### src/rtl/core/stp_pkg.sv
// Shared types and constants for the software timer pool.
package stp_pkg;

    localparam int NUM_SLOTS_DEF = 16;
    localparam int SLOT_W        = 5;
    localparam int CNT_W         = 32;
    localparam int MASK_W        = 16;

    localparam logic [SLOT_W-1:0] NO_SLOT = 5'd16;

    typedef enum logic [2:0] {
        ACT_TICK       = 3'd0,
        ACT_START      = 3'd1,
        ACT_FREE       = 3'd2,
        ACT_SERVICE    = 3'd3,
        ACT_SET_RELOAD = 3'd4
    } action_t;

    typedef enum logic [2:0] {
        ST_IDLE,
        ST_TICK,
        ST_SVC,
        ST_TICK_OUT,
        ST_EMIT
    } state_t;

    // Commands from the controller to the datapath.
    typedef struct packed {
        logic              accept;
        logic              scan_rd;
        logic [SLOT_W-1:0] scan_idx;
        logic              tick_mode;
        logic              load_tick;
        logic              emit;
    } ctl_cmd_t;

    // Status from the datapath to the controller.
    typedef struct packed {
        logic out_free;
        logic pend_empty;
        logic pend_last;
    } dp_sts_t;

endpackage

### src/rtl/core/stp_in_if.sv
// Command channel of the timer pool: valid, ready and the command payload.
interface stp_in_if;
    logic        valid;
    logic        ready;
    logic [2:0]  action;
    logic [4:0]  timer_id;
    logic        timer_type;
    logic [31:0] delay_value;
    logic [31:0] reload_value;

    modport source (
        output valid, action, timer_id, timer_type, delay_value, reload_value,
        input  ready
    );
    modport sink (
        input  valid, action, timer_id, timer_type, delay_value, reload_value,
        output ready
    );
endinterface

### src/rtl/core/stp_out_if.sv
// Result channel of the timer pool: valid, ready and the result payload.
interface stp_out_if;
    logic        valid;
    logic        ready;
    logic        status;
    logic [4:0]  slot_id;
    logic        fired;
    logic        last;
    logic [15:0] expired_mask;
    logic [15:0] active_mask;

    modport source (
        output valid, status, slot_id, fired, last, expired_mask, active_mask,
        input  ready
    );
    modport sink (
        input  valid, status, slot_id, fired, last, expired_mask, active_mask,
        output ready
    );
endinterface

### src/rtl/core/software_timer_pool.sv
// Pool of one-shot and periodic timer slots; top level.
// Start, free, set reload and no-op results appear in the cycle after acceptance.
// Tick: one slot count read and updated per cycle across the scan, then a single result.
// Service: after the scan, one event per cycle while the result register is free.
// Throughput: one short command per cycle while results are taken; tick and service block new commands until done.
// Reset clears all slot flags; count and reload memories are written before use.
module software_timer_pool #(
    parameter int NUM_SLOTS = stp_pkg::NUM_SLOTS_DEF
) (
    input  logic       clk,
    input  logic       rst_n,
    stp_in_if.sink     req,
    stp_out_if.source  rsp
);

    stp_pkg::ctl_cmd_t cmd;
    stp_pkg::dp_sts_t  sts;
    logic              in_ready;

    assign req.ready = in_ready;

    stp_ctrl #(
        .NUM_SLOTS (NUM_SLOTS)
    ) u_ctrl (
        .clk      (clk),
        .rst_n    (rst_n),
        .in_valid (req.valid),
        .action   (req.action),
        .sts      (sts),
        .in_ready (in_ready),
        .cmd      (cmd)
    );

    stp_dpath #(
        .NUM_SLOTS (NUM_SLOTS)
    ) u_dpath (
        .clk          (clk),
        .rst_n        (rst_n),
        .cmd          (cmd),
        .sts          (sts),
        .action       (req.action),
        .timer_id     (req.timer_id),
        .timer_type   (req.timer_type),
        .delay_value  (req.delay_value),
        .reload_value (req.reload_value),
        .out_valid    (rsp.valid),
        .out_ready    (rsp.ready),
        .status       (rsp.status),
        .slot_id      (rsp.slot_id),
        .fired        (rsp.fired),
        .last         (rsp.last),
        .expired_mask (rsp.expired_mask),
        .active_mask  (rsp.active_mask)
    );

endmodule

### src/rtl/core/stp_ctrl.sv
// Timer pool controller: command sequencing and slot scan counter.
module stp_ctrl #(
    parameter int NUM_SLOTS = stp_pkg::NUM_SLOTS_DEF
) (
    input  logic                 clk,
    input  logic                 rst_n,
    input  logic                 in_valid,
    input  logic [2:0]           action,
    input  stp_pkg::dp_sts_t     sts,
    output logic                 in_ready,
    output stp_pkg::ctl_cmd_t    cmd
);

    localparam logic [stp_pkg::SLOT_W-1:0] LAST_CNT = stp_pkg::SLOT_W'(NUM_SLOTS);

    stp_pkg::state_t              state_reg, state_next;
    logic [stp_pkg::SLOT_W-1:0]   cnt_reg, cnt_next;
    logic                         accept;
    logic                         scanning;
    stp_pkg::action_t             act;

    assign act      = stp_pkg::action_t'(action);
    assign in_ready = (state_reg == stp_pkg::ST_IDLE) && sts.out_free;
    assign accept   = in_ready && in_valid;
    assign scanning = (state_reg == stp_pkg::ST_TICK) || (state_reg == stp_pkg::ST_SVC);

    always_comb
    begin
        state_next = state_reg;
        case (state_reg)
            stp_pkg::ST_IDLE:
            begin
                if (accept && act == stp_pkg::ACT_TICK)
                    state_next = stp_pkg::ST_TICK;
                else if (accept && act == stp_pkg::ACT_SERVICE)
                    state_next = stp_pkg::ST_SVC;
            end
            stp_pkg::ST_TICK:
            begin
                if (cnt_reg == LAST_CNT)
                    state_next = stp_pkg::ST_TICK_OUT;
            end
            stp_pkg::ST_SVC:
            begin
                if (cnt_reg == LAST_CNT)
                    state_next = stp_pkg::ST_EMIT;
            end
            stp_pkg::ST_TICK_OUT:
            begin
                if (sts.out_free)
                    state_next = stp_pkg::ST_IDLE;
            end
            stp_pkg::ST_EMIT:
            begin
                if (sts.out_free && (sts.pend_empty || sts.pend_last))
                    state_next = stp_pkg::ST_IDLE;
            end
            default:
            begin
                state_next = stp_pkg::ST_IDLE;
            end
        endcase
    end

    // Scan counter: one slot read per cycle; the final count issues no read and drains the last write.
    always_comb
    begin
        cnt_next = cnt_reg;
        if (accept)
            cnt_next = '0;
        else if (scanning && cnt_reg != LAST_CNT)
            cnt_next = cnt_reg + 1'b1;
    end

    always_comb
    begin
        cmd           = '0;
        cmd.accept    = accept;
        cmd.scan_rd   = scanning && (cnt_reg != LAST_CNT);
        cmd.scan_idx  = cnt_reg;
        cmd.tick_mode = (state_reg == stp_pkg::ST_TICK);
        cmd.load_tick = (state_reg == stp_pkg::ST_TICK_OUT) && sts.out_free;
        cmd.emit      = (state_reg == stp_pkg::ST_EMIT) && sts.out_free;
    end

    always_ff @(posedge clk or negedge rst_n)
    begin
        if (!rst_n)
        begin
            state_reg <= stp_pkg::ST_IDLE;
            cnt_reg   <= '0;
        end
        else
        begin
            state_reg <= state_next;
            cnt_reg   <= cnt_next;
        end
    end

    a_scan_bounded: assert property (@(posedge clk) disable iff (!rst_n)
        cnt_reg <= LAST_CNT)
        else $error("scan counter ran past the last slot");

    a_tick_done: assert property (@(posedge clk) disable iff (!rst_n)
        state_reg == stp_pkg::ST_TICK && cnt_reg == LAST_CNT |=>
            state_reg == stp_pkg::ST_TICK_OUT)
        else $error("tick scan did not finish");

    a_emit_empty: assert property (@(posedge clk) disable iff (!rst_n)
        cmd.emit && sts.pend_empty |=> state_reg == stp_pkg::ST_IDLE)
        else $error("service with no expired slot did not return to idle");

endmodule

### src/rtl/core/stp_dpath.sv
// Timer pool datapath: slot flags, count and reload memories, result register.
module stp_dpath #(
    parameter int NUM_SLOTS = stp_pkg::NUM_SLOTS_DEF
) (
    input  logic                clk,
    input  logic                rst_n,
    input  stp_pkg::ctl_cmd_t   cmd,
    output stp_pkg::dp_sts_t    sts,
    input  logic [2:0]          action,
    input  logic [4:0]          timer_id,
    input  logic                timer_type,
    input  logic [31:0]         delay_value,
    input  logic [31:0]         reload_value,
    output logic                out_valid,
    input  logic                out_ready,
    output logic                status,
    output logic [4:0]          slot_id,
    output logic                fired,
    output logic                last,
    output logic [15:0]         expired_mask,
    output logic [15:0]         active_mask
);

    localparam int IDX_W = (NUM_SLOTS > 1) ? $clog2(NUM_SLOTS) : 1;
    localparam logic [NUM_SLOTS-1:0] ONE_BIT = NUM_SLOTS'(1);

    logic [NUM_SLOTS-1:0] active_reg, active_next;
    logic [NUM_SLOTS-1:0] expired_reg, expired_next;
    logic [NUM_SLOTS-1:0] periodic_reg, periodic_next;
    logic [NUM_SLOTS-1:0] pend_reg, pend_next;

    logic [stp_pkg::CNT_W-1:0] tick_mem   [NUM_SLOTS];
    logic [stp_pkg::CNT_W-1:0] reload_mem [NUM_SLOTS];
    logic [stp_pkg::CNT_W-1:0] tick_rd_reg;
    logic [stp_pkg::CNT_W-1:0] reload_rd_reg;

    logic                 p_vld_reg;
    logic [IDX_W-1:0]     p_idx_reg;
    logic                 p_tick_reg;

    logic                        out_valid_reg, out_valid_next;
    logic                        status_reg, status_next;
    logic [stp_pkg::SLOT_W-1:0]  slot_reg, slot_next;
    logic                        fired_reg, fired_next;
    logic                        last_reg, last_next;
    logic [NUM_SLOTS-1:0]        exp_out_reg, exp_out_next;
    logic [NUM_SLOTS-1:0]        act_out_reg, act_out_next;

    stp_pkg::action_t     act;
    logic                 is_start, is_free, is_svc, is_setrel, is_simple;
    logic                 id_ok;
    logic [IDX_W-1:0]     id_idx;
    logic                 free_found;
    logic [IDX_W-1:0]     free_idx;
    logic [IDX_W-1:0]     pend_idx;
    logic                 pend_empty, pend_last;
    logic                 out_free;
    logic                 tick_hit, svc_hit;
    logic [NUM_SLOTS-1:0] p_bit;

    logic                       tick_we;
    logic [IDX_W-1:0]           tick_waddr;
    logic [stp_pkg::CNT_W-1:0]  tick_wdata;
    logic                       reload_we;
    logic [IDX_W-1:0]           reload_waddr;

    assign act       = stp_pkg::action_t'(action);
    assign is_start  = cmd.accept && (act == stp_pkg::ACT_START);
    assign is_free   = cmd.accept && (act == stp_pkg::ACT_FREE);
    assign is_svc    = cmd.accept && (act == stp_pkg::ACT_SERVICE);
    assign is_setrel = cmd.accept && (act == stp_pkg::ACT_SET_RELOAD);
    assign is_simple = cmd.accept && (act != stp_pkg::ACT_TICK) && (act != stp_pkg::ACT_SERVICE);
    assign id_ok     = timer_id < stp_pkg::SLOT_W'(NUM_SLOTS);
    assign id_idx    = timer_id[IDX_W-1:0];
    assign out_free  = !out_valid_reg || out_ready;

    // Lowest free slot and lowest pending expired slot.
    always_comb
    begin
        free_found = 1'b0;
        free_idx   = '0;
        pend_idx   = '0;
        for (int i = NUM_SLOTS - 1; i >= 0; i--)
        begin
            if (!active_reg[i])
            begin
                free_found = 1'b1;
                free_idx   = IDX_W'(i);
            end
            if (pend_reg[i])
                pend_idx = IDX_W'(i);
        end
    end

    assign pend_empty = (pend_reg == '0);
    assign pend_last  = ((pend_reg & (pend_reg - ONE_BIT)) == '0);

    assign sts.out_free   = out_free;
    assign sts.pend_empty = pend_empty;
    assign sts.pend_last  = pend_last;

    assign p_bit    = ONE_BIT << p_idx_reg;
    assign tick_hit = p_vld_reg && p_tick_reg && active_reg[p_idx_reg] && (tick_rd_reg != '0);
    assign svc_hit  = p_vld_reg && !p_tick_reg && pend_reg[p_idx_reg] && periodic_reg[p_idx_reg];

    // Count memory write port.
    always_comb
    begin
        tick_we    = 1'b0;
        tick_waddr = p_idx_reg;
        tick_wdata = reload_rd_reg;
        if (is_start && free_found)
        begin
            tick_we    = 1'b1;
            tick_waddr = free_idx;
            tick_wdata = (delay_value == '0) ? stp_pkg::CNT_W'(1) : delay_value;
        end
        else if (tick_hit)
        begin
            tick_we    = 1'b1;
            tick_wdata = tick_rd_reg - 1'b1;
        end
        else if (svc_hit)
        begin
            tick_we = 1'b1;
        end
    end

    // Reload memory write port.
    always_comb
    begin
        reload_we    = 1'b0;
        reload_waddr = free_idx;
        if (is_start && free_found)
        begin
            reload_we = 1'b1;
        end
        else if (is_setrel && id_ok)
        begin
            reload_we    = 1'b1;
            reload_waddr = id_idx;
        end
    end

    always_ff @(posedge clk)
    begin
        if (tick_we)
            tick_mem[tick_waddr] <= tick_wdata;
        if (cmd.scan_rd)
            tick_rd_reg <= tick_mem[cmd.scan_idx[IDX_W-1:0]];
    end

    always_ff @(posedge clk)
    begin
        if (reload_we)
            reload_mem[reload_waddr] <= reload_value;
        if (cmd.scan_rd)
            reload_rd_reg <= reload_mem[cmd.scan_idx[IDX_W-1:0]];
    end

    // Slot flags.
    always_comb
    begin
        active_next   = active_reg;
        expired_next  = expired_reg;
        periodic_next = periodic_reg;
        pend_next     = pend_reg;
        if (is_start && free_found)
        begin
            active_next[free_idx]   = 1'b1;
            periodic_next[free_idx] = timer_type;
        end
        if (is_free && id_ok)
        begin
            active_next[id_idx]  = 1'b0;
            expired_next[id_idx] = 1'b0;
        end
        // Service: periodic slots drop their mark, one-shot slots are released.
        if (is_svc)
        begin
            pend_next    = expired_reg;
            expired_next = '0;
            active_next  = active_reg & ~(expired_reg & ~periodic_reg);
        end
        if (tick_hit && tick_rd_reg == stp_pkg::CNT_W'(1))
            expired_next = expired_reg | p_bit;
        if (cmd.emit && !pend_empty)
            pend_next[pend_idx] = 1'b0;
    end

    // Result register.
    always_comb
    begin
        out_valid_next = out_valid_reg && !out_ready;
        status_next    = status_reg;
        slot_next      = slot_reg;
        fired_next     = fired_reg;
        last_next      = last_reg;
        exp_out_next   = exp_out_reg;
        act_out_next   = act_out_reg;
        if (is_simple || cmd.load_tick || cmd.emit)
        begin
            out_valid_next = 1'b1;
            status_next    = 1'b0;
            slot_next      = stp_pkg::NO_SLOT;
            fired_next     = 1'b0;
            last_next      = 1'b1;
            exp_out_next   = expired_next;
            act_out_next   = active_next;
            if (is_start)
            begin
                status_next = !free_found;
                if (free_found)
                    slot_next = stp_pkg::SLOT_W'(free_idx);
            end
            if (cmd.emit && !pend_empty)
            begin
                slot_next  = stp_pkg::SLOT_W'(pend_idx);
                fired_next = 1'b1;
                last_next  = pend_last;
            end
        end
    end

    always_ff @(posedge clk or negedge rst_n)
    begin
        if (!rst_n)
        begin
            active_reg    <= '0;
            expired_reg   <= '0;
            periodic_reg  <= '0;
            pend_reg      <= '0;
            p_vld_reg     <= 1'b0;
            out_valid_reg <= 1'b0;
        end
        else
        begin
            active_reg    <= active_next;
            expired_reg   <= expired_next;
            periodic_reg  <= periodic_next;
            pend_reg      <= pend_next;
            p_vld_reg     <= cmd.scan_rd;
            out_valid_reg <= out_valid_next;
        end
    end

    always_ff @(posedge clk)
    begin
        p_idx_reg   <= cmd.scan_idx[IDX_W-1:0];
        p_tick_reg  <= cmd.tick_mode;
        status_reg  <= status_next;
        slot_reg    <= slot_next;
        fired_reg   <= fired_next;
        last_reg    <= last_next;
        exp_out_reg <= exp_out_next;
        act_out_reg <= act_out_next;
    end

    assign out_valid    = out_valid_reg;
    assign status       = status_reg;
    assign slot_id      = slot_reg;
    assign fired        = fired_reg;
    assign last         = last_reg;
    assign expired_mask = stp_pkg::MASK_W'(exp_out_reg);
    assign active_mask  = stp_pkg::MASK_W'(act_out_reg);

    a_expired_active: assert property (@(posedge clk) disable iff (!rst_n)
        (expired_reg & ~active_reg) == '0)
        else $error("expired mark on an inactive slot");

    a_svc_clears: assert property (@(posedge clk) disable iff (!rst_n)
        is_svc |=> expired_reg == '0)
        else $error("service left an expired mark");

    a_load_free: assert property (@(posedge clk) disable iff (!rst_n)
        (is_simple || cmd.load_tick || cmd.emit) |-> out_free)
        else $error("result loaded over a pending transaction");

endmodule
### src/flat_wrapper.sv
// flat-port wrapper written by rule: the top's interface ports become plain ports
module software_timer_pool_flat 
#(
    parameter int NUM_SLOTS = stp_pkg::NUM_SLOTS_DEF
)
  (clk, rst_n, req_valid, req_action, req_timer_id, req_timer_type, req_delay_value, req_reload_value, req_ready, rsp_valid, rsp_status, rsp_slot_id, rsp_fired, rsp_last, rsp_expired_mask, rsp_active_mask, rsp_ready);
  stp_in_if req_i ();
  stp_out_if rsp_i ();
  input  logic clk;
  input  logic rst_n;
  input wire logic [$bits(req_i.valid)-1:0] req_valid;
  input wire logic [$bits(req_i.action)-1:0] req_action;
  input wire logic [$bits(req_i.timer_id)-1:0] req_timer_id;
  input wire logic [$bits(req_i.timer_type)-1:0] req_timer_type;
  input wire logic [$bits(req_i.delay_value)-1:0] req_delay_value;
  input wire logic [$bits(req_i.reload_value)-1:0] req_reload_value;
  output wire logic [$bits(req_i.ready)-1:0] req_ready;
  output wire logic [$bits(rsp_i.valid)-1:0] rsp_valid;
  output wire logic [$bits(rsp_i.status)-1:0] rsp_status;
  output wire logic [$bits(rsp_i.slot_id)-1:0] rsp_slot_id;
  output wire logic [$bits(rsp_i.fired)-1:0] rsp_fired;
  output wire logic [$bits(rsp_i.last)-1:0] rsp_last;
  output wire logic [$bits(rsp_i.expired_mask)-1:0] rsp_expired_mask;
  output wire logic [$bits(rsp_i.active_mask)-1:0] rsp_active_mask;
  input wire logic [$bits(rsp_i.ready)-1:0] rsp_ready;
  assign req_i.valid = req_valid;
  assign req_i.action = req_action;
  assign req_i.timer_id = req_timer_id;
  assign req_i.timer_type = req_timer_type;
  assign req_i.delay_value = req_delay_value;
  assign req_i.reload_value = req_reload_value;
  assign req_ready = req_i.ready;
  assign rsp_valid = rsp_i.valid;
  assign rsp_status = rsp_i.status;
  assign rsp_slot_id = rsp_i.slot_id;
  assign rsp_fired = rsp_i.fired;
  assign rsp_last = rsp_i.last;
  assign rsp_expired_mask = rsp_i.expired_mask;
  assign rsp_active_mask = rsp_i.active_mask;
  assign rsp_i.ready = rsp_ready;
  software_timer_pool #(.NUM_SLOTS(NUM_SLOTS)) u_core (.clk(clk), .rst_n(rst_n), .req(req_i), .rsp(rsp_i));
endmodule
### config.mk
export PLATFORM = sky130hd
export DESIGN_NAME = software_timer_pool_flat
export DESIGN_NICKNAME = d
export VERILOG_FILES = /design/src/rtl/core/stp_pkg.sv /design/src/rtl/core/stp_in_if.sv /design/src/rtl/core/stp_out_if.sv /design/src/rtl/core/software_timer_pool.sv /design/src/rtl/core/stp_ctrl.sv /design/src/rtl/core/stp_dpath.sv /design/src/flat_wrapper.sv
export SDC_FILE = /design/constraint.sdc
export NUM_CORES = 1
export LEC_CHECK = 0
export BUFFER_PORTS_ARGS = -buffer_cell sky130_fd_sc_hd__buf_2
export CAP_MARGIN = 0
export CORE_MARGIN = 10
export CORE_UTILIZATION = 50
export DETAILED_ROUTE_END_ITERATION = 16
export PLACE_DENSITY = 0.66
export SYNTH_ARGS = -nofsm -noshare
export SYNTH_HDL_FRONTEND = slang
export SYNTH_SLANG_ARGS = --single-unit
### constraint.sdc
create_clock -name clk -period 14.77 [get_ports clk]
set_clock_uncertainty 0.2 [all_clocks]
set_input_delay 0.7385 -clock clk [delete_from_list [all_inputs] [get_ports clk]]
set_output_delay 0.7385 -clock clk [all_outputs]
set_load 0.1 [all_outputs]
Word-level counts from Yosys, hierarchy flattened
Memories as Yosys holds them, arrays and structs flattened. A register that Yosys moved wholly into a read port is not among the register bits.
Cells that the tools add are included.
{ "word_totals": {"mem_bits_rw": 1024, "mem_bits_ro": 0, "memories": 2, "input_bits": 77, "reg_bits": 119, "latch_bits": 0} }
{ "mem_list": {"columns": ["name", "words", "word_bits", "read_ports", "rd_ports_with_merged_regs", "wr", "line", "rtl"], "rows": [
  ["u_core.u_dpath.reload_mem", 16, 32, 1, 1, 1, "stp_dpath.sv:33", "logic [stp_pkg::CNT_W-1:0] reload_mem [NUM_SLOTS];"],
  ["u_core.u_dpath.tick_mem", 16, 32, 1, 1, 1, "stp_dpath.sv:32", "logic [stp_pkg::CNT_W-1:0] tick_mem [NUM_SLOTS];"]
]} }
{ "classes": {"multipliers": 0, "n_addsub": 3, "shift": 1, "magnitude_cmp": 8, "n_bitwise": 12, "n_reduce_logical": 47, "n_eq_ne": 17, "div": 0, "n_mux": 98} }
{ "ops": {"columns": ["cell", "n"], "rows": [
  ["two-way mux 4 bit", 36],
  ["two-way mux 16 bit", 8],
  ["bitwise AND 16 bit", 6],
  ["two-way mux 32 bit", 3],
  ["inverter 16 bit", 4],
  ["two-way mux 1 bit", 33],
  ["equality test 32 x 1 -> 1 bit, second input constant", 1],
  ["logical NOT 16 bit", 2],
  ["logical NOT 32 bit", 1],
  ["bitwise OR 16 bit", 2],
  ["nonzero test 32 bit", 1],
  ["subtractor 32 x 1 -> 32 bit, second input constant", 1],
  ["logical AND 1 bit", 28],
  ["less-than comparator 4 x 5 -> 1 bit, second input constant", 4],
  ["two-way mux 5 bit", 4],
  ["two-way mux 3 bit", 6],
  ["bitwise mux 16 bit", 1],
  ["<< shifter 1 x 4 -> 16 bit, first input constant", 1],
  ["subtractor 16 x 1 -> 16 bit, second input constant", 1],
  ["case mux 3 bit (5 select lines)", 1],
  ["binary-select mux 1 bit (select 4 bit)", 3],
  ["demux 1 bit (select 4 bit)", 3],
  ["equality test 3 x 2 -> 1 bit, second input constant", 4],
  [">= comparator 4 x 1 -> 1 bit, second input constant", 3],
  ["other kinds (15)", 29]
]} }

Depth between registers and ports, before layout
Gate-level depths: netlist of run 1.
{ "depth": {"word_depth": 25, "depth_mapped": 10} }

Hierarchy
A second synthesis of run 1 with hierarchy kept.
{ "hier_totals": {"cells_unflattened": 2353, "hier_area_um2": 47888.4} }
{ "modules_own_cells": {"columns": ["module", "area_per_inst_um2", "cells_per_inst", "n_inst"], "rows": [
  ["stp_dpath", 47359.2, 2300, 1],
  ["stp_ctrl", 529.3, 53, 1]
]} }

Worst setup path before layout of run 1
No wires, ideal clock.
{ "synth_path": {"path_type": "register -> register", "startpoint": "register u_core.u_ctrl.cnt_reg[0] (netlist bit)", "endpoint": "register u_core.u_ctrl.cnt_reg[3] (netlist bit)", "t_arrival_ns": 5.699, "synth_period_minus_slack_ns": 5.972, "setup_ns": 0.073, "path_buffers": 3, "slack_ns": 8.798, "stages_incl_launch_ff": 11, "path_cell_list": "dfrtp_1 -> clkbuf_1 -> buf_1 -> clkbuf_1 -> inv_1 -> ha_1 -> a31o_2 -> nor2_1 -> nand4_1 -> xor2_1 -> nor2_1"} }
{ "synth_lines": {"columns": ["item", "line", "rtl"], "rows": [
  ["start: declaration", "stp_ctrl.sv:17", "logic [stp_pkg::SLOT_W-1:0] cnt_reg, cnt_next;"],
  ["start signal: assignment", "stp_ctrl.sv:96", "cnt_reg <= cnt_next;"]
]} }

Final worst setup path of run 1
{ "layout_path": {"startpoint": "register u_core.u_dpath.tick_rd_reg[14] (netlist bit), read port of u_core.u_dpath.tick_mem", "endpoint": "memory u_core.u_dpath.tick_mem[13][19] (netlist bit), enable pin"} }
{ "layout_via": {"elab_chain_cells": 6} }
{ "layout_lines": {"columns": ["item", "line", "rtl"], "rows": [
  ["start: declaration", "stp_dpath.sv:34", "logic [stp_pkg::CNT_W-1:0] tick_rd_reg;"],
  ["nonzero test 32 bit", "stp_dpath.sv:103", "assign tick_hit = p_vld_reg && p_tick_reg && active_reg[p_idx_reg] && (tick_rd_reg != '0);"],
  ["logical AND 1 bit", "stp_dpath.sv:103", null],
  ["two-way mux 1 bit", "stp_dpath.sv:118", "else if (tick_hit)"],
  ["two-way mux 1 bit", "stp_dpath.sv:112", "if (is_start && free_found)"],
  ["two-way mux 1 bit", "stp_dpath.sv:147", "if (tick_we)"],
  ["two-way mux 1 bit (not written as such)", "stp_dpath.sv:148", "tick_mem[tick_waddr] <= tick_wdata;"],
  ["end: declaration", "stp_dpath.sv:32", null]
]} }
No other way between the ends.

==> metrics.md, run 1 <==
| Metric | Value |
|---|---|
| HP Class | input port to flip-flop |
| Crit end category | flip-flop |
| DIE WIDTH | 330 µm |
| Sequential-to-total area share from yosys stat | between 70% and 80% |
| Status | completed |
| GRT Resource Usage Total | 21.5% |
| Worst R2R End | u_core.u_dpath.tick_mem[13][19] |
| Post-detail-place hpwl | 68.8 mm |
| RSZ-0062 raised after global routing | no |
| Fillcell total | 6976 |
| Die Ht | ~330 µm |
| Total grt overflow | 0 |
| Final Wtd Congestion | roughly 0.93 |
| Setup crit end | u_core.u_dpath.tick_mem[13][19] |
| Non-Filler Instances | between 3000 and 4000 |
| Area Growth Syn to Fin | 13.0% |
| Area after DPL | between 50000 and 60000 µm² |
| Critical path type | flip-flop to flip-flop |
| Syn Area/Cell | approximately 20 µm² |
| Slew margin rel. | 18.1% |
| Die Footprint | 109000 µm² |
| Total CTS buffers | ~120 |
| Clk_lat worst skew | between 0.7 and 0.8 ns |
| CTS Buffer Depth | 3 |
| CP max-delay cell | or4_4 |
| WP data required | 14.94 ns |
| EDFF count, synth | approximately 1100 |
| Routed WL | approximately 120 mm |
| I/O pin total | between 100 and 150 |
| Largest net degree at the start of global routing | ~140 |
| Cell Rows | between 100 and 150 |
| IO Port Bufs | roughly 120 |
| CP Launch Type | flip-flop |
| Unique masters post-synth | 66 |
| Clock edge transition at the registers on the reported setup and hold paths | about 0.060 ns |
| Initial Util | between 50 and 60% |
| DRC violations left | 0 |
| Max VDD drop | 0.141 mV |
| TNS Setup | 0 ns |
| R2r setup slk | roughly 10 ns |
| Placed Cells | 3678 |
| Post-synth ARST share | between 6 and 7% |
| Largest registers | u_core.u_dpath.reload_mem x512, u_core.u_dpath.tick_mem x512 |
| Critical path's top delay family | simple AND/OR/NAND/NOR gates |
| Slew @ Worst Pin | ~1.2 ns |
| Critical Path Max Stage Delay | ~0.94 ns |
| First-pass GRT wire length | about 170 mm |
| CTS tree | built |
| WL/cell | 30.0 µm |
| Crit path max fanout | 39 |
| Fin area | about 54000 µm² |
| Seq cells post-synth | ~1200 |
| FF-to-FF Start | u_core.u_dpath.tick_rd_reg[14] |
| Max Freq | 0.222 GHz |
| Min Tclk post-route | 4.51 ns |
| Post-CTS sizing | 0 |
| Yosys top cell by area | edfxtp_1 |
| Final Hold Fails | 0 |
| YS warnings | 0 |
| Clock Sinks | 1207 |
| Total number of vias | roughly 25000 |
| Syn Nets | between 2000 and 2500 |
| Final ANT Viol Nets | 0 |
| H-tree Lvls | 3 |
| Worst setup path start | u_core.u_dpath.tick_rd_reg[14] |
| Leakage | 17.2 nW |
| Flip-flop and latch area | 35800 µm² |
| Final period utilization | 30.5% |
| Nets | approximately 2600 |
| DRT iter0 DRCs | 3094 |
| CP Buf/Inv Count | 1 |
| Crit path DAT | between 4 and 5 ns |
| Core box area | 95000 µm² |
| Worst Hold Path Cells | 1 |
| Synth top area share | 70.7% |
| Worst path depth | 7 |
| Worst reg2reg path depth | 7 |
| PD cells | ~180 nW/µm² |
| Vias per cell | between 6 and 7 |
| Initial antenna violation count | 7 |
| Post-synthesis cell count | around 2400 |
| Mapped Area | roughly 48000 µm² |
| Vias in the first global route | 25300 |
| Area occupied by multi-input gates | about 12000 µm² |
| Fin Hold WS | roughly 0.19 ns |
| Max Slew Vio Count | 0 |
| Critical Path, Cell by Cell | nor4_1 -> nand3_1 -> or4_4 -> and3_1 -> a22oi_1 -> o22ai_4 -> buf_4 |
| First drt pass iteration count | 7 |
| Max-cap violations | 0 |
| Main area contributors after synthesis | edfxtp_1 71%, mux4_2 15%, dfrtp_1 3.9%, nand2_1 0.80%, clkbuf_1 0.72% |
| Most frequent cells after synthesis | 1128 x edfxtp_1, 322 x mux4_2, 102 x nand2_1, 92 x clkbuf_1, 81 x nor2_1 |
| Final setup fails | 0 |
| Top FF cell, synth | edfxtp_1 |
| Root Buffer | clkbuf_16 |
| Most common cell in the synthesized netlist | edfxtp_1 |
| Layout cells sized above 1 | ~28% |
repair_timing:
action | 4_1_cts | 5_1_grt
endpoints found under the hold margin | 15 | 0
buffers inserted | 0 | 0
hold buffers | 1 | 0
where the power goes:
part	total, mW	internal [mW]	switching [mW]
clock network	2.93	1.67	1.26
registers	4.71	4.37	0.338
logic	2.38	0.877	1.50
total	10.0	6.92	3.10
stage by stage:
stage                     setup slack [ns]  power (mW)  utilization, %
after floorplan                       8.80        6.35               -
after global placement               10.16        7.11            53.0
after detailed placement             10.10        7.17            53.0
after CTS                            10.31        10.1            57.0
after global routing                  9.96        10.4            57.0
final                                10.26        10.0            57.0
per-layer routing:
metal  share of wire (%)  routed length [µm]  track usage (%)
met1                  39               45900             29.0
met2                  50               58900             35.8
met5               0.035                  41                0
met4                 2.5                2940             5.91
met3                 7.7                8960             4.13
area by class of cell:
class,count,area share [%]
antenna,3,0.0139
clock buffer,141,5.62
clock inverter,75,1.42
inverter,18,0.125
multi-input combinational,1016,21.9
sequential,1207,66.1
tap,1265,2.92
timing repair buffer,173,1.91
kinds of logic (layout without fill, tap and decap cells):
family	Yosys count	in the layout	share of synthesized area, %
compound gates	225	225	3.14
xor+xnor	32	32	0.585
fa+ha+maj	7	7	0.172
buf+inv	154	407	1.27
flops	1207	1207	74.7
mux	358	358	15.9
other cells	0	3	0
simple gates	394	394	4.19
how the worst min path moves through the flow:
stage	from	end	slack (ns)
2_1_floorplan	u_core.u_ctrl.cnt_reg[2]	u_core.u_dpath.p_idx_reg[2]	0.15
3_3_place_gp	u_core.u_ctrl.cnt_reg[4]	u_core.u_ctrl.cnt_reg[4]	0.33
3_5_place_dp	u_core.u_dpath.periodic_reg[9]	u_core.u_dpath.periodic_reg[9]	0.33
4_1_cts	req_reload_value[12]	u_core.u_dpath.reload_mem[9][12]	0.14
5_1_grt	req_reload_value[12]	u_core.u_dpath.reload_mem[9][12]	0.17
6_report	req_reload_value[14]	u_core.u_dpath.reload_mem[8][14]	0.19
cells in the final DEF (no fill, tap or decap), drive strengths merged, types with 8 or more instances in the layout:
cell    netlist  final
a221o        13     13
nand3b       16     16
inv          18     20
dfrtp        74     74
nor2b        13     13
mux4        322    322
a21oi        60     60
nand2       102    102
nand4        30     30
or4           8      8
nand3        39     39
edfxtp     1128   1128
o211ai       27     27
nor3         25     25
xor2         28     28
mux2         16     16
and3         10     10
buf          44    172
nor4         24     24
a31oi        26     26
mux2i        20     20
bufinv        0     11
o21ai        35     35
clkinv        0     57
clkbuf       92    141
nand2b       18     18
nor2         81     81
(Power assumes the default switching activity.)
==> run 2, diff against run 1 <==
- ABC_AREA: unset -> 1
- clock period: 14.77 -> 4.25 ns (I/O delays scaled with it)
==> run 2 against run 1 <==
  * Via count grew 33%
  * Power grew to 3.9 times the previous value
  * Register-to-register slack lost 10 ns
  * Largest power group unchanged
  * Highest routed layer unchanged
  * Worst hold slack lost 0.16 ns
  * Sequential power grew to 3.4 times the previous value
  * Cell area grew 3.0%
  * First-iteration DRC count grew 30%
  * Fmax grew 13%
  * Synthesized area grew 1.6%
  * Critical endpoint is now u_core.u_dpath.tick_mem[13][26]
==> metrics.md, run 2 <==
| Metric | Value |
|---|---|
| CTS tree | built (unchanged) |
| Post-synthesis cell count | 3979 (was 2377) |
| Seq cells post-synth | 1207 (unchanged) |
| Final ANT Viol Nets | 0 (unchanged) |
| Final Hold Fails | 0 (unchanged) |
| WL/cell | 24.2 µm (was 30.0 µm) |
| Final Wtd Congestion | 0.951 (was 0.934) |
| Clock edge transition at the registers on the reported setup and hold paths | 0.06 ns (about the same) |
| Setup ws final | 0.249 ns (was 10.26 ns) |
| Largest net degree at the start of global routing | 221 (was 143) |
| Clk_lat worst skew | 0.71 ns (was 0.72 ns) |
| Vias in the first global route | 31400 (was 25300) |
| Post-synth ARST share | 6.13% (unchanged) |
| Post-place setup slack | 0.640 ns (was 10.10 ns) |
| Vias per cell | 5.98 (was 6.35) |
| Nets | 4233 (was 2613) |
| Initial antenna violation count | 7 (unchanged) |
| GRT Resource Usage Total | 23.5% (was 21.5%) |
| First drt pass iteration count | 7 (unchanged) |
| Max VDD drop | 0.849 mV (was 0.141 mV) |
| Die Footprint | 110000 µm² (was 109000 µm²) |
| DRT iter0 DRCs | 4009 (was 3094) |
| Post-detail-place hpwl | 80.0 mm (was 68.8 mm) |
| Crit path max fanout | 12 (was 39) |
| Sequential-to-total area share from yosys stat | 73.5% (was 74.7%) |
| Crit end category | flip-flop (unchanged) |
| Main area contributors after synthesis | edfxtp_1 70%, o21ai_0 6.3%, nor2_1 4.9%, nand2_1 3.8%, dfrtp_1 3.8% (was edfxtp_1 71%, mux4_2 15%, dfrtp_1 3.9%, nand2_1 0.80%, clkbuf_1 0.72%) |
| Largest registers | u_core.u_dpath.reload_mem x512, u_core.u_dpath.tick_mem x512 (unchanged) |
| Top FF cell, synth | edfxtp_1 (unchanged) |
| PD cells | 705 nW/µm² (was 185 nW/µm²) |
| First-pass GRT wire length | 200 mm (was 173 mm) |
| Total CTS buffers | 118 (was 115) |
| Max Freq | 0.250 GHz (was 0.222 GHz) |
| Hold Buf Count CTS | 60 (was 1) |
| WP data required | 4.45 ns (was 14.94 ns) |
| Slew margin rel. | 18.6% (was 18.1%) |
| Final period utilization | 94.1% (was 30.5%) |
| H-tree Lvls | 3 (unchanged) |
| Area after DPL | 51400 µm² (was 50400 µm²) |
| EDFF count, synth | 1128 (unchanged) |
| Most frequent cells in the layout | 1128 x edfxtp_1, 612 x o21ai_0, 607 x nor2_1, 496 x nand2_1, 280 x o22ai_1 (was 1128 x edfxtp_1, 322 x mux4_2, 117 x clkbuf_16, 117 x buf_2, 102 x nand2_1) |
| Max Slew Vio Count | 0 (unchanged) |
| Area occupied by multi-input gates | 11600 µm² (was 11800 µm²) |
| Fillcell total | 7696 (was 6976) |
| HP Class | input port to flip-flop (unchanged) |
| Slew @ Worst Pin | 1.21 ns (was 1.23 ns) |
| CTS Buffer Depth | 3 (unchanged) |
| Mapped Area | 48700 µm² (was 47900 µm²) |
| Max-cap violations | 0 (unchanged) |
| Min Tclk post-route | 4.00 ns (was 4.51 ns) |
| Unique masters post-synth | 43 (was 66) |
| Routed WL | 134 mm (was 117 mm) |
| Leakage | 18.8 nW (was 17.2 nW) |
| Layout cells sized above 1 | 10.8% (was 28.1%) |
| Crit path DAT | 4.20 ns (was 4.68 ns) |
| Syn Nets | 4061 (was 2459) |
| Setup Fix Bufs, Post-CTS | 0 (unchanged) |
| Most common cell after layout, fill and taps aside | edfxtp_1 (unchanged) |
| Initial Util | 50.4% (was 50.5%) |
| Critical path type | flip-flop to flip-flop (unchanged) |
| YS warnings | 0 (unchanged) |
| Total grt overflow | 0 (unchanged) |
| Post-CTS sizing | 0 (unchanged) |
| I/O pin total | 119 (unchanged) |
| CP Launch Type | flip-flop (unchanged) |
| DIE WIDTH | 332 µm (was 330 µm) |
| IO Port Bufs | 118 (unchanged) |
| Yosys top cell by area | edfxtp_1 (unchanged) |
| Most common cell in the synthesized netlist | edfxtp_1 (unchanged) |
| DRC violations left | 0 (unchanged) |
| Status | completed (unchanged) |
| Area Growth Syn to Fin | 14.5% (was 13.0%) |
| Clock Sinks | 1207 (unchanged) |
| Fin area | 55800 µm² (was 54200 µm²) |
| Final setup fails | 0 (unchanged) |
| Cell Rows | 114 (was 113) |
| Core box area | 96700 µm² (was 95000 µm²) |
| Total number of vias | 33000 (was 24800) |
| Most frequent cells after synthesis | 1128 x edfxtp_1, 642 x nor2_1, 612 x o21ai_0, 496 x nand2_1, 280 x o22ai_1 (was 1128 x edfxtp_1, 322 x mux4_2, 102 x nand2_1, 92 x clkbuf_1, 81 x nor2_1) |
| Synth top area share | 69.5% (was 70.7%) |
| Syn Area/Cell | 12.2 µm² (was 20.2 µm²) |
| RSZ-0062 raised after global routing | no (unchanged) |
| Flip-flop and latch area | 35800 µm² (about the same) |
| Root Buffer | clkbuf_16 (unchanged) |
| Die Ht | 332 µm (was 330 µm) |
[run 2: changes by cell type after synthesis, moves of 148 or more]
| cell | before | now |
|---|---|---|
| o21ai_0 | 35 | 612 |
| nor2_1 | 81 | 642 |
| nand2_1 | 102 | 496 |
| mux4_2 | 322 | 0 |
| o22ai_1 | 6 | 280 |
| inv_1 | 18 | 166 |
[run 2: area by class of cell]
class / count / share of cell area, %
sequential: 1207 / 64.2
antenna: 1 / 0.00449
clock inverter: 75 / 1.18
inverter: 175 / 1.21
timing repair buffer: 276 / 4.06
tap: 1276 / 2.86
multi-input combinational: 2373 / 20.8
clock buffer: 147 / 5.69
[run 2: worst paths after layout]
kind / to / slack [ns] / cells past startpoint / start
setup / recovery: u_core.u_dpath.tick_mem[13][26] / 0.25 / 11 / u_core.u_ctrl.state_reg[1]
hold / removal: u_core.u_dpath.tick_mem[2][23] / 0.04 / 4 / req_delay_value[23]
setup reg to reg: u_core.u_dpath.tick_mem[13][26] / 0.25 / 11 / u_core.u_ctrl.state_reg[1]
hold reg to reg: u_core.u_ctrl.cnt_reg[4] / 0.26 / 1 / u_core.u_ctrl.cnt_reg[4]
max in group asynchronous: u_core.u_ctrl.cnt_reg[1] / 3.06 / 2 / rst_n
min in group asynchronous: u_core.u_dpath.expired_reg[1] / 0.05 / 2 / rst_n
[run 2: kinds of logic after synthesis]
group / Yosys count / synth area share [%]
compound gates: 1003 / 11.4
xor+xnor: 28 / 0.503
fa+ha+maj: 5 / 0.128
buf+inv: 399 / 3.21
flops: 1207 / 73.5
simple gates: 1337 / 11.3
[run 2: critical path, cell delays in order, from the launching register on]
cell	delay (ns)
dfrtp_1	0.42
nor2_2	0.13
nand2_1	0.10
nor2_2	0.10
nand2_1	0.11
nor4_4	0.28
dlygate4sd3_1	0.66
nand2_1	0.14
o21ai_0	0.27
nand3_1	0.43
nor2_4	0.58
buf_4	0.28
[run 2: stage by stage]
stage | utilization [%] | hold slack [ns] | setup TNS, ns | cells | power (mW)
after floorplan | - | -0.283 | -112.46 | 3979 | 24.3
after global placement | 53.1 | 0.239 | 0 | 5247 | 28.8
after detailed placement | 53.1 | 0.240 | 0 | 5247 | 29.0
after CTS | 57.7 | 0.00826 | 0 | 5529 | 39.3
after global routing | 57.7 | 0.0367 | 0 | 5530 | 41.1
final | 57.7 | 0.0355 | 0 | 5530 | 39.3
[run 2: routing by layer]
layer / up-vias / part of all wire (%) / track usage, %
met1: 16300 / 40 / 32.7
li1: 14900 / - / -
met3: 257 / 9.8 / 4.44
met4: 8 / 2.9 / 7.23
met2: 1672 / 47 / 37.1
met5: - / 0.037 / 0
[run 2: where the power goes]
group / switching, mW / internal (mW)
logic: 9.72 / 3.24
clock network: 4.41 / 5.95
registers: 0.813 / 15.2
